**src/design/ppgscd_pkg.sv**
```systemverilog
`default_nettype none

package ppgscd_pkg;

	// Field and state widths
	localparam int IR_W   = 24;
	localparam int TS_W   = 32;
	localparam int DC_W   = 32;
	localparam int AC_W   = 34;
	localparam int ACT_W  = 33;
	localparam int MS_W   = 56;
	localparam int EXT_W  = 58;
	localparam int MUL_W  = 32;
	localparam int PROD_W = 64;
	localparam int SUM_W  = 96;
	localparam int RUN_W  = 4;
	localparam int MS_FRAC = 8;

	// Configuration port
	localparam int CFG_IDX_W  = 3;
	localparam int CFG_DATA_W = 24;
	localparam int THR_W      = 24;
	localparam int IBI_W      = 16;
	localparam int BTC_W      = 4;

	localparam logic [CFG_IDX_W-1:0] CFG_CONTACT_DC_THRESHOLD = 3'd0;
	localparam logic [CFG_IDX_W-1:0] CFG_MIN_BEAT_INTERVAL    = 3'd1;
	localparam logic [CFG_IDX_W-1:0] CFG_MAX_BEAT_INTERVAL    = 3'd2;
	localparam logic [CFG_IDX_W-1:0] CFG_BEATS_TO_CONFIRM     = 3'd3;
	localparam logic [CFG_IDX_W-1:0] CFG_VALIDITY_TIMEOUT     = 3'd4;

	localparam logic [THR_W-1:0] THR_RESET     = 24'd5000;
	localparam logic [IBI_W-1:0] MIN_IBI_RESET = 16'd333;
	localparam logic [IBI_W-1:0] MAX_IBI_RESET = 16'd1500;
	localparam logic [BTC_W-1:0] BTC_RESET     = 4'd2;
	localparam logic [IBI_W-1:0] TIMEOUT_RESET = 16'd6000;

	localparam logic [RUN_W-1:0] RUN_MAX = 4'd15;

	typedef enum logic [3:0] {
		ST_IDLE,
		ST_DIFF,
		ST_MUL_LO,
		ST_MUL_HI,
		ST_SCALE,
		ST_APPLY,
		ST_CHECK,
		ST_SQ_ABS,
		ST_SQ_MUL,
		ST_PK_MUL,
		ST_PK_DEC
	} state_t;

	typedef enum logic [1:0] {
		FLT_DC,
		FLT_AC,
		FLT_MS
	} flt_t;

endpackage

`default_nettype wire

```
**src/design/ppgscd_in_if.sv**
```systemverilog
`default_nettype none

interface ppgscd_in_if;
	import ppgscd_pkg::*;

	logic            valid;
	logic            ready;
	logic [IR_W-1:0] ir_raw;
	logic [TS_W-1:0] timestamp_ms;

	modport source (output valid, output ir_raw, output timestamp_ms, input ready);
	modport sink (input valid, input ir_raw, input timestamp_ms, output ready);
endinterface

`default_nettype wire

```
**src/design/ppgscd_out_if.sv**
```systemverilog
`default_nettype none

interface ppgscd_out_if;
	logic valid;
	logic ready;
	logic skin_valid;
	logic contact_present;
	logic beat_detected;

	modport source (output valid, output skin_valid, output contact_present,
		output beat_detected, input ready);
	modport sink (input valid, input skin_valid, input contact_present,
		input beat_detected, output ready);
endinterface

`default_nettype wire

```
**src/design/ppg_skin_contact_detector_top.sv**
```systemverilog
// PPG skin-contact detector.
// Channels: "sample" takes one IR reflectance sample with its millisecond
// timestamp per transfer; "result" delivers one result per sample:
// skin_valid, contact_present and beat_detected. Both use valid/ready; a
// transfer happens when both are high at a rising clock edge.
// Configuration: cfg_write with cfg_index/cfg_data writes one register per
// cycle; write only while the block is idle.
// Datapath: one shared 32x32 multiplier and one wide adder run three IIR
// filters in turn (five steps each) plus the square and peak products.
// A sample with contact runs all three filters, one without contact only the
// DC filter; sample ready returns in the cycle the result appears, so a new
// sample is taken only once the previous one's result has been loaded.
// Sample ready is high only while the sequencer is idle.
// Stall: the result sits in an output register; a new sample is taken while
// it waits, and the sequencer holds at its last step until the slot frees.
// Reset (arst_n low): filters, beat history and validation clear to zero,
// registers return to their defaults, no result is pending.
`default_nettype none

module ppg_skin_contact_detector_top #(
	parameter int SAMPLE_BITS    = 24,
	parameter int COEF_FRAC_BITS = 16
) (
	input  wire logic                               clk,
	input  wire logic                               arst_n,
	ppgscd_in_if.sink                               sample,
	ppgscd_out_if.source                            result,
	input  wire logic                               cfg_write,
	input  wire logic [ppgscd_pkg::CFG_IDX_W-1:0]   cfg_index,
	input  wire logic [ppgscd_pkg::CFG_DATA_W-1:0]  cfg_data
);
	import ppgscd_pkg::*;

	// Sample width actually seen, and the filter coefficients
	localparam int IN_BITS = (SAMPLE_BITS < IR_W) ? SAMPLE_BITS : IR_W;
	localparam logic [IR_W-1:0] SAMPLE_MASK = IR_W'((64'd1 << IN_BITS) - 64'd1);
	localparam logic [MUL_W-1:0] DC_COEF =
		MUL_W'(((64'd1 << COEF_FRAC_BITS) + 64'd50) / 64'd100);
	localparam logic [MUL_W-1:0] AC_COEF =
		MUL_W'((64'd3 * (64'd1 << COEF_FRAC_BITS) + 64'd5) / 64'd10);
	localparam logic [SUM_W-1:0] HALF = SUM_W'(64'd1 << (COEF_FRAC_BITS - 1));
	localparam logic [MS_W-1:0] MS_MAX = {MS_W{1'b1}};

	// Configuration registers
	logic [THR_W-1:0] thr_q;
	logic [IBI_W-1:0] min_ibi_q;
	logic [IBI_W-1:0] max_ibi_q;
	logic [BTC_W-1:0] btc_q;
	logic [IBI_W-1:0] timeout_q;

	// Detector state
	logic        [DC_W-1:0]  dc_q;
	logic signed [AC_W-1:0]  ac_q;
	logic signed [AC_W-1:0]  ac_prev_q;
	logic signed [AC_W-1:0]  ac_bprev_q;
	logic        [MS_W-1:0]  ms_q;
	logic        [TS_W-1:0]  last_peak_q;
	logic        [TS_W-1:0]  last_valid_q;
	logic        [RUN_W-1:0] run_q;
	logic                    skin_q;

	// Sequencer
	state_t state_q, state_d;
	flt_t   flt_q;

	// Working registers of the shared unit
	logic        [DC_W-1:0]   x_q;
	logic        [TS_W-1:0]   now_q;
	logic signed [ACT_W-1:0]  ac_tgt_q;
	logic        [MS_W-1:0]   mag_q;
	logic                     neg_q;
	logic        [PROD_W-1:0] prod_lo_q;
	logic        [PROD_W-1:0] prod_hi_q;
	logic        [MS_W-1:0]   step_q;
	logic        [ACT_W-1:0]  amag_q;
	logic        [MS_W-1:0]   sq_q;
	logic                     pk_cand_q;

	// Output register
	logic out_valid_q;
	logic out_skin_q;
	logic out_contact_q;
	logic out_beat_q;

	// Combinational datapath
	logic signed [EXT_W-1:0]  cur_ext;
	logic signed [EXT_W-1:0]  tgt_ext;
	logic signed [EXT_W-1:0]  diff_up;
	logic signed [EXT_W-1:0]  diff_dn;
	logic signed [EXT_W-1:0]  step_ext;
	logic signed [EXT_W-1:0]  new_ext;
	logic                     tgt_ge;
	logic        [MUL_W-1:0]  mul_a;
	logic        [MUL_W-1:0]  mul_b;
	logic        [PROD_W-1:0] mul_p;
	logic        [MUL_W-1:0]  coef_sel;
	logic        [SUM_W-1:0]  scale_sum;
	logic                     contact;
	logic                     slot_free;
	logic                     load_res;
	logic                     peak;
	logic        [TS_W-1:0]   ibi;
	logic                     ibi_ok;
	logic        [RUN_W-1:0]  run_inc;
	logic                     skin_next;

	assign slot_free = !out_valid_q || result.ready;
	assign contact   = dc_q >= {thr_q, 8'b0};

	// Select the filter the shared unit works on
	always_comb begin
		case (flt_q)
			FLT_DC: begin
				cur_ext = {{(EXT_W-DC_W){1'b0}}, dc_q};
				tgt_ext = {{(EXT_W-DC_W){1'b0}}, x_q};
			end
			FLT_AC: begin
				cur_ext = {{(EXT_W-AC_W){ac_q[AC_W-1]}}, ac_q};
				tgt_ext = {{(EXT_W-ACT_W){ac_tgt_q[ACT_W-1]}}, ac_tgt_q};
			end
			default: begin
				cur_ext = {{(EXT_W-MS_W){1'b0}}, ms_q};
				tgt_ext = {{(EXT_W-MS_W){1'b0}}, sq_q};
			end
		endcase
		coef_sel = (flt_q == FLT_AC) ? AC_COEF : DC_COEF;
	end

	assign tgt_ge   = tgt_ext >= cur_ext;
	assign diff_up  = tgt_ext - cur_ext;
	assign diff_dn  = cur_ext - tgt_ext;
	assign step_ext = {{(EXT_W-MS_W){1'b0}}, step_q};
	assign new_ext  = neg_q ? (cur_ext - step_ext) : (cur_ext + step_ext);

	// Shared multiplier
	always_comb begin
		case (state_q)
			ST_MUL_LO: begin
				mul_a = mag_q[MUL_W-1:0];
				mul_b = coef_sel;
			end
			ST_MUL_HI: begin
				mul_a = {{(2*MUL_W-MS_W){1'b0}}, mag_q[MS_W-1:MUL_W]};
				mul_b = coef_sel;
			end
			ST_SQ_MUL: begin
				mul_a = amag_q[MUL_W-1:0];
				mul_b = amag_q[MUL_W-1:0];
			end
			ST_PK_MUL: begin
				mul_a = ac_prev_q[MUL_W-1:0];
				mul_b = ac_prev_q[MUL_W-1:0];
			end
			default: begin
				mul_a = '0;
				mul_b = '0;
			end
		endcase
	end

	assign mul_p = mul_a * mul_b;

	// Rounded scaling: (mag * coef + half) >> F
	assign scale_sum = {prod_hi_q, {MUL_W{1'b0}}} + {{(SUM_W-PROD_W){1'b0}}, prod_lo_q} + HALF;

	// Peak decision and interval bookkeeping
	always_comb begin
		peak    = pk_cand_q && (ac_prev_q[MUL_W] || (prod_lo_q > {ms_q, 8'b0}));
		ibi     = now_q - last_peak_q;
		ibi_ok  = (ibi >= {{(TS_W-IBI_W){1'b0}}, min_ibi_q})
			&& (ibi <= {{(TS_W-IBI_W){1'b0}}, max_ibi_q});
		run_inc = (run_q == RUN_MAX) ? RUN_MAX : run_q + RUN_W'(1);
		skin_next = skin_q || (peak && ibi_ok && (run_inc >= btc_q));
	end

	// Sequencer
	always_ff @(posedge clk or negedge arst_n) begin
		if (!arst_n) begin
			state_q <= ST_IDLE;
		end else begin
			state_q <= state_d;
		end
	end

	always_comb begin
		state_d  = state_q;
		load_res = 1'b0;
		unique case (state_q)
			ST_IDLE: begin
				if (sample.valid) state_d = ST_DIFF;
			end
			ST_DIFF:   state_d = ST_MUL_LO;
			ST_MUL_LO: state_d = ST_MUL_HI;
			ST_MUL_HI: state_d = ST_SCALE;
			ST_SCALE:  state_d = ST_APPLY;
			ST_APPLY: begin
				case (flt_q)
					FLT_DC:  state_d = ST_CHECK;
					FLT_AC:  state_d = ST_SQ_ABS;
					default: state_d = ST_PK_MUL;
				endcase
			end
			ST_CHECK: begin
				if (contact) begin
					state_d = ST_DIFF;
				end else if (slot_free) begin
					load_res = 1'b1;
					state_d  = ST_IDLE;
				end
			end
			ST_SQ_ABS: state_d = ST_SQ_MUL;
			ST_SQ_MUL: state_d = ST_DIFF;
			ST_PK_MUL: state_d = ST_PK_DEC;
			ST_PK_DEC: begin
				if (slot_free) begin
					load_res = 1'b1;
					state_d  = ST_IDLE;
				end
			end
			default: state_d = ST_IDLE;
		endcase
	end

	assign sample.ready = (state_q == ST_IDLE);

	// Configuration registers
	always_ff @(posedge clk or negedge arst_n) begin
		if (!arst_n) begin
			thr_q     <= THR_RESET;
			min_ibi_q <= MIN_IBI_RESET;
			max_ibi_q <= MAX_IBI_RESET;
			btc_q     <= BTC_RESET;
			timeout_q <= TIMEOUT_RESET;
		end else if (cfg_write) begin
			unique case (cfg_index)
				CFG_CONTACT_DC_THRESHOLD: thr_q     <= cfg_data[THR_W-1:0];
				CFG_MIN_BEAT_INTERVAL:    min_ibi_q <= cfg_data[IBI_W-1:0];
				CFG_MAX_BEAT_INTERVAL:    max_ibi_q <= cfg_data[IBI_W-1:0];
				CFG_BEATS_TO_CONFIRM:     btc_q     <= cfg_data[BTC_W-1:0];
				CFG_VALIDITY_TIMEOUT:     timeout_q <= cfg_data[IBI_W-1:0];
				default: ;
			endcase
		end
	end

	// Detector state and filter select
	always_ff @(posedge clk or negedge arst_n) begin
		if (!arst_n) begin
			flt_q        <= FLT_DC;
			dc_q         <= '0;
			ac_q         <= '0;
			ac_prev_q    <= '0;
			ac_bprev_q   <= '0;
			ms_q         <= '0;
			last_peak_q  <= '0;
			last_valid_q <= '0;
			run_q        <= '0;
			skin_q       <= 1'b0;
		end else begin
			case (state_q)
				ST_IDLE: begin
					flt_q <= FLT_DC;
				end
				ST_APPLY: begin
					case (flt_q)
						FLT_DC:  dc_q <= new_ext[DC_W-1:0];
						FLT_AC:  ac_q <= new_ext[AC_W-1:0];
						default: ms_q <= new_ext[MS_W-1:0];
					endcase
				end
				ST_CHECK: begin
					if (contact) begin
						flt_q <= FLT_AC;
						// lapse validation when no valid beat came in time
						if (skin_q && ((now_q - last_valid_q) >
							{{(TS_W-IBI_W){1'b0}}, timeout_q})) begin
							skin_q <= 1'b0;
						end
					end else if (slot_free) begin
						// nothing on the sensor: drop the pulse history except the peak timestamps
						ac_q       <= '0;
						ac_prev_q  <= '0;
						ac_bprev_q <= '0;
						ms_q       <= '0;
						run_q      <= '0;
						skin_q     <= 1'b0;
					end
				end
				ST_SQ_MUL: begin
					flt_q <= FLT_MS;
				end
				ST_PK_DEC: begin
					if (slot_free) begin
						ac_bprev_q <= ac_prev_q;
						ac_prev_q  <= ac_q;
						skin_q     <= skin_next;
						if (peak) begin
							last_peak_q <= now_q;
							if (ibi_ok) begin
								run_q        <= run_inc;
								last_valid_q <= now_q;
							end else begin
								run_q <= '0;
							end
						end
					end
				end
				default: ;
			endcase
		end
	end

	// Working registers
	always_ff @(posedge clk) begin
		case (state_q)
			ST_IDLE: begin
				if (sample.valid) begin
					x_q   <= {sample.ir_raw & SAMPLE_MASK, {MS_FRAC{1'b0}}};
					now_q <= sample.timestamp_ms;
				end
			end
			ST_DIFF: begin
				neg_q <= !tgt_ge;
				mag_q <= tgt_ge ? diff_up[MS_W-1:0] : diff_dn[MS_W-1:0];
			end
			ST_MUL_LO: prod_lo_q <= mul_p;
			ST_MUL_HI: prod_hi_q <= mul_p;
			ST_SCALE:  step_q <= MS_W'(scale_sum >> COEF_FRAC_BITS);
			ST_CHECK: begin
				ac_tgt_q <= $signed({1'b0, x_q}) - $signed({1'b0, dc_q});
			end
			ST_SQ_ABS: begin
				amag_q    <= ac_q[AC_W-1] ? ACT_W'(-ac_q) : ac_q[ACT_W-1:0];
				pk_cand_q <= (ac_prev_q > ac_bprev_q) && (ac_prev_q > ac_q)
					&& !ac_prev_q[AC_W-1] && (ac_prev_q != '0);
			end
			ST_SQ_MUL: begin
				// square in counts^2 * 256, saturated when the magnitude overflows
				sq_q <= amag_q[MUL_W] ? MS_MAX : mul_p[PROD_W-1:MS_FRAC];
			end
			ST_PK_MUL: prod_lo_q <= mul_p;
			default: ;
		endcase
	end

	// Output register: hold the result until its transfer
	always_ff @(posedge clk or negedge arst_n) begin
		if (!arst_n) begin
			out_valid_q <= 1'b0;
		end else if (load_res) begin
			out_valid_q <= 1'b1;
		end else if (result.ready) begin
			out_valid_q <= 1'b0;
		end
	end

	always_ff @(posedge clk) begin
		if (load_res) begin
			if (state_q == ST_PK_DEC) begin
				out_skin_q    <= skin_next;
				out_contact_q <= 1'b1;
				out_beat_q    <= peak;
			end else begin
				out_skin_q    <= 1'b0;
				out_contact_q <= 1'b0;
				out_beat_q    <= 1'b0;
			end
		end
	end

	assign result.valid           = out_valid_q;
	assign result.skin_valid      = out_skin_q;
	assign result.contact_present = out_contact_q;
	assign result.beat_detected   = out_beat_q;

endmodule

`default_nettype wire

```
**src/flat_wrapper.sv**
```systemverilog
// flat-port wrapper written by rule: the top's interface ports become plain ports
module ppg_skin_contact_detector_top_flat import ppgscd_pkg::*;
#(
	parameter int SAMPLE_BITS    = 24,
	parameter int COEF_FRAC_BITS = 16
)
  (clk, arst_n, cfg_write, cfg_index, cfg_data, sample_valid, sample_ir_raw, sample_timestamp_ms, sample_ready, result_valid, result_skin_valid, result_contact_present, result_beat_detected, result_ready);
  ppgscd_in_if sample_i ();
  ppgscd_out_if result_i ();
  input  wire logic clk;
  input  wire logic arst_n;
  input  wire logic cfg_write;
  input  wire logic [ppgscd_pkg::CFG_IDX_W-1:0] cfg_index;
  input  wire logic [ppgscd_pkg::CFG_DATA_W-1:0] cfg_data;
  input wire logic [$bits(sample_i.valid)-1:0] sample_valid;
  input wire logic [$bits(sample_i.ir_raw)-1:0] sample_ir_raw;
  input wire logic [$bits(sample_i.timestamp_ms)-1:0] sample_timestamp_ms;
  output wire logic [$bits(sample_i.ready)-1:0] sample_ready;
  output wire logic [$bits(result_i.valid)-1:0] result_valid;
  output wire logic [$bits(result_i.skin_valid)-1:0] result_skin_valid;
  output wire logic [$bits(result_i.contact_present)-1:0] result_contact_present;
  output wire logic [$bits(result_i.beat_detected)-1:0] result_beat_detected;
  input wire logic [$bits(result_i.ready)-1:0] result_ready;
  assign sample_i.valid = sample_valid;
  assign sample_i.ir_raw = sample_ir_raw;
  assign sample_i.timestamp_ms = sample_timestamp_ms;
  assign sample_ready = sample_i.ready;
  assign result_valid = result_i.valid;
  assign result_skin_valid = result_i.skin_valid;
  assign result_contact_present = result_i.contact_present;
  assign result_beat_detected = result_i.beat_detected;
  assign result_i.ready = result_ready;
  ppg_skin_contact_detector_top #(.SAMPLE_BITS(SAMPLE_BITS), .COEF_FRAC_BITS(COEF_FRAC_BITS)) u_core (.clk(clk), .arst_n(arst_n), .sample(sample_i), .result(result_i), .cfg_write(cfg_write), .cfg_index(cfg_index), .cfg_data(cfg_data));
endmodule
```
**config.mk**
```make
export PLATFORM = sky130hd
export DESIGN_NAME = ppg_skin_contact_detector_top_flat
export DESIGN_NICKNAME = d
export VERILOG_FILES = /design/src/design/ppgscd_pkg.sv /design/src/design/ppgscd_in_if.sv /design/src/design/ppgscd_out_if.sv /design/src/design/ppg_skin_contact_detector_top.sv /design/src/flat_wrapper.sv
export SDC_FILE = /design/constraint.sdc
export NUM_CORES = 2
export LEC_CHECK = 0
export BUFFER_PORTS_ARGS = -buffer_cell sky130_fd_sc_hd__buf_2
export CORE_MARGIN = 4
export CORE_UTILIZATION = 55
export DETAILED_ROUTE_END_ITERATION = 12
export GPL_TIMING_DRIVEN = 1
export PLACE_DENSITY = 0.73
export SLEW_MARGIN = 5
export SYNTH_ARGS = -nofsm -noshare
export SYNTH_HDL_FRONTEND = slang
export SYNTH_SLANG_ARGS = --single-unit
```
**constraint.sdc**
```tcl
create_clock -name clk -period 11.7 [get_ports clk]
set_clock_uncertainty 0.05 [all_clocks]
set_input_delay 0.585 -clock clk [delete_from_list [all_inputs] [get_ports clk]]
set_output_delay 0.585 -clock clk [all_outputs]
set_load 0.005 [all_outputs]
```
==> results.toml <==
[synthesis]
synth_cells = 9141
async_reset_ff_share_pct = 46.2
synth_top_family_by_area = "adder cells"
synth_xor_area_share_pct = 4.00
yosys_most_used_dff = "edfxtp_1"
avgSynthCellArea_sq_um = 9.03
synth_common_cells = "inv_1 (1545), nand2_1 (989), fa_1 (901)"
yosysTopAreaCell = "fa_1"
synth-simple-area-share_pct = 13.2
syn_nets = 10900
synth-adder-area-share_pct = 33.3
synth_area_leaders = "fa_1 (22%), edfxtp_1 (15%), ha_1 (11%)"
synth_compound_area_share_pct = 13.3
yosysSeqAreaShare_pct = 24.9
ys_warn_count = 0
synth_edf_count = 399
synth_mux_area_share_pct = 2.39
ys_ff_latch = 741
synth.most_common_cell = "inv_1"
synthDistinctLibCells = 94
netlist_area_sq_um = 82500
yosys.area.top_type_share_pct = 21.9

[global_route]
grt_util_met2_pct = 60.4
antenna_found_initial = 14
grt_pass1_vias = 69800
grt_max_degree = 143
use_met3_pct = 7.68
top_usage_layer = "met2"
gr-total-overflow = 0
grt.total_usage_pct = 37.8
grt_pass1_wl_microns = 443000
met1_usage_pct = 48.3

[finish]
syn_to_final_growth_pct = 7.75
fin_nets = 10900
design_area_sq_um = 88900
drive_above_1_share_pct = 6.95

[clock_network]
clk_pin_slew_ns = 0.07
insertion_delay_ns = 0.68
cts_num_sinks = 741
cts_made_buffers = 77
post-cts-setup-buffer-count = 0
cts_root_buf = "clkbuf_16"
cts_tree = "built"
cts_max_path_buffers = 3
h-tree-depth = 3

[critical_path]
crit_arrival_ns = 11.62
crit_slowest_cell = "fa_1"
crit_cells = 33
required_ns = 12.05
critPathLaunchType = "flip-flop"
critPathTopFamily = "adder cells"
ff2ff_path_depth = 33
crit_type = "reg -> reg"
cp_slowest_stage_delay_ns = 0.70
crit_buf_inv = 6
cp_common_cell = "fa_1"
critPathCaptureType = "flip-flop"
cp_max_fo = 25

[floorplanning]
initial_utilization_pct = 55.6
pin_count = 93
die_w_microns = 395
placementRows = 141
die_h_microns = 395
core_area_sq_um = 148000
die-area_sq_um = 156000

[placed_design]
place.port_buffers = 92
gp_congestion = 1.06
place.detailed.hpwl_microns = 240000
placed_area_sq_um = 85900
place_ws_ns = 0.525

[routing]
routed_wl_microns = 297000
drt_pass1_iterations = 6
wl_per_cell_microns = 26.4
vias = 68000
ant_nets = 0
dr.first_iter.drc_count = 6551
viasPerCell = 6.06
drc = 0

[timing]
setup_ws_ns = 0.437
setup_tns_ns = 0
drv_slew = 0
finalCritPeriodShare_pct = 96.3
worst_pin_slew_ns = 1.43
hold_viol = 0
grt_setup_unrepaired = "no"
max_slew_margin_pct = 4.49
layout_min_cycle_time_ns = 11.26
fmax_mhz = 88.8
finalSetupViolCount = 0

[flow_run]
maxCapViolCount = 0

[status]
status = "finished, final reports clean"

[worst_hold_path]
hp-class = "in -> reg"
holdPathStages = 1
## metrics by stage
| stage | hold WS, ns | util, % | std cells |
|---|---|---|---|
| after floorplan | 0.239 | - | 9141 |
| after global placement | 0.417 | 57.9 | 11100 |
| after detailed placement | 0.425 | 57.9 | 11100 |
| after CTS | 0.000520 | 59.9 | 11200 |
| after global routing | 0.0289 | 59.9 | 11200 |
| final | 0.0393 | 59.9 | 11200 |
## placed cells by master, fill, tap and decap left out, types with 25 or more instances in the layout
master,netlist,final
dfstp_2,25,25
o21ai_0,463,463
buf_4,3,203
mux2i_1,88,87
a31oi_1,45,45
edfxtp_1,399,399
inv_1,1545,1544
nand2b_1,67,66
a22oi_1,29,25
ha_1,753,753
and2_1,32,31
xnor2_1,265,255
dfrtp_1,317,315
nand2_1,989,989
mux2_1,32,32
dlygate4sd3_1,0,25
o21a_1,53,53
a21oi_1,499,498
xor2_1,112,108
o21bai_1,76,76
or2_2,52,52
o31ai_1,66,66
mux2_2,65,65
or3_1,30,30
a211oi_1,32,32
nand3_1,135,135
fa_1,901,901
nor4_1,34,33
nor2_1,790,788
a21o_1,252,252
buf_2,31,91
nor2b_1,62,61
o21ai_1,32,31
clkbuf_16,0,81
and3_1,39,38
nand4_1,106,106
nor3_1,84,78
## what timing repair did
item / 4_1_cts / 5_1_grt
gates resized for setup: 0 / 3
hold buffers: 25 / 0
setup endpoints to repair: 0 / 4
hold endpoints to repair: 121 / 0
## final cells by class
type | count | area [sq um]
repair buffers | 324 | 2320
inverters | 1556 | 5840
multi-input cells | 6456 | 55000
flip-flops and latches | 741 | 20600
clock buffers | 108 | 2230
clock inverters | 35 | 497
fillers | 12900 | 59400
well taps | 2002 | 2500
diodes | 5 | 12.5
## sequential cells by signal, indices dropped and copies added (netlist names), 32 cells and up
name	cells
u_core.prod_lo_q	64
u_core.mag_q	56
u_core.ms_q	56
u_core.sq_q	56
u_core.step_q	56
u_core.prod_hi_q	40
u_core.ac_bprev_q	34
u_core.ac_prev_q	34
u_core.ac_q	34
u_core.ac_tgt_q	33
u_core.amag_q	33
u_core.dc_q	32
u_core.last_peak_q	32
u_core.last_valid_q	32
u_core.now_q	32
## per-layer routing
layer	part of all wire (%)	vias to the layer above
li1	-	30000
met1	38	33600
met2	45	3499
met3	9.4	849
met4	7.1	10
met5	0.023	-
## path summary, 6_finish.rpt
| kind | start | to | slack [ns] |
|---|---|---|---|
| worst max-delay path | u_core.state_q[0] | u_core.sq_q[54] | 0.44 |
| worst min-delay path | sample_ir_raw[13] | u_core.x_q[21] | 0.04 |
| worst max register to register | u_core.state_q[0] | u_core.sq_q[54] | 0.44 |
| worst min register to register | u_core.last_valid_q[20] | u_core.last_valid_q[20] | 0.43 |
| max in group asynchronous | arst_n | u_core.ms_q[48] | 9.17 |
| min in group asynchronous | arst_n | u_core.dc_q[7] | 0.43 |
## cells by family (layout without fill, tap and decap cells)
logic type      after synthesis  count (layout)
flops                       741             741
mux                         185             185
buf+inv                    1944            2023
simple gates               2479            2479
other cells                   0               5
xor+xnor                    377             377
compound gates             1761            1761
fa+ha+maj                  1654            1654
Power is left out: the tool's default activity adds up to more than one toggle a clock period on the data nets, which glitch-free logic cannot reach.
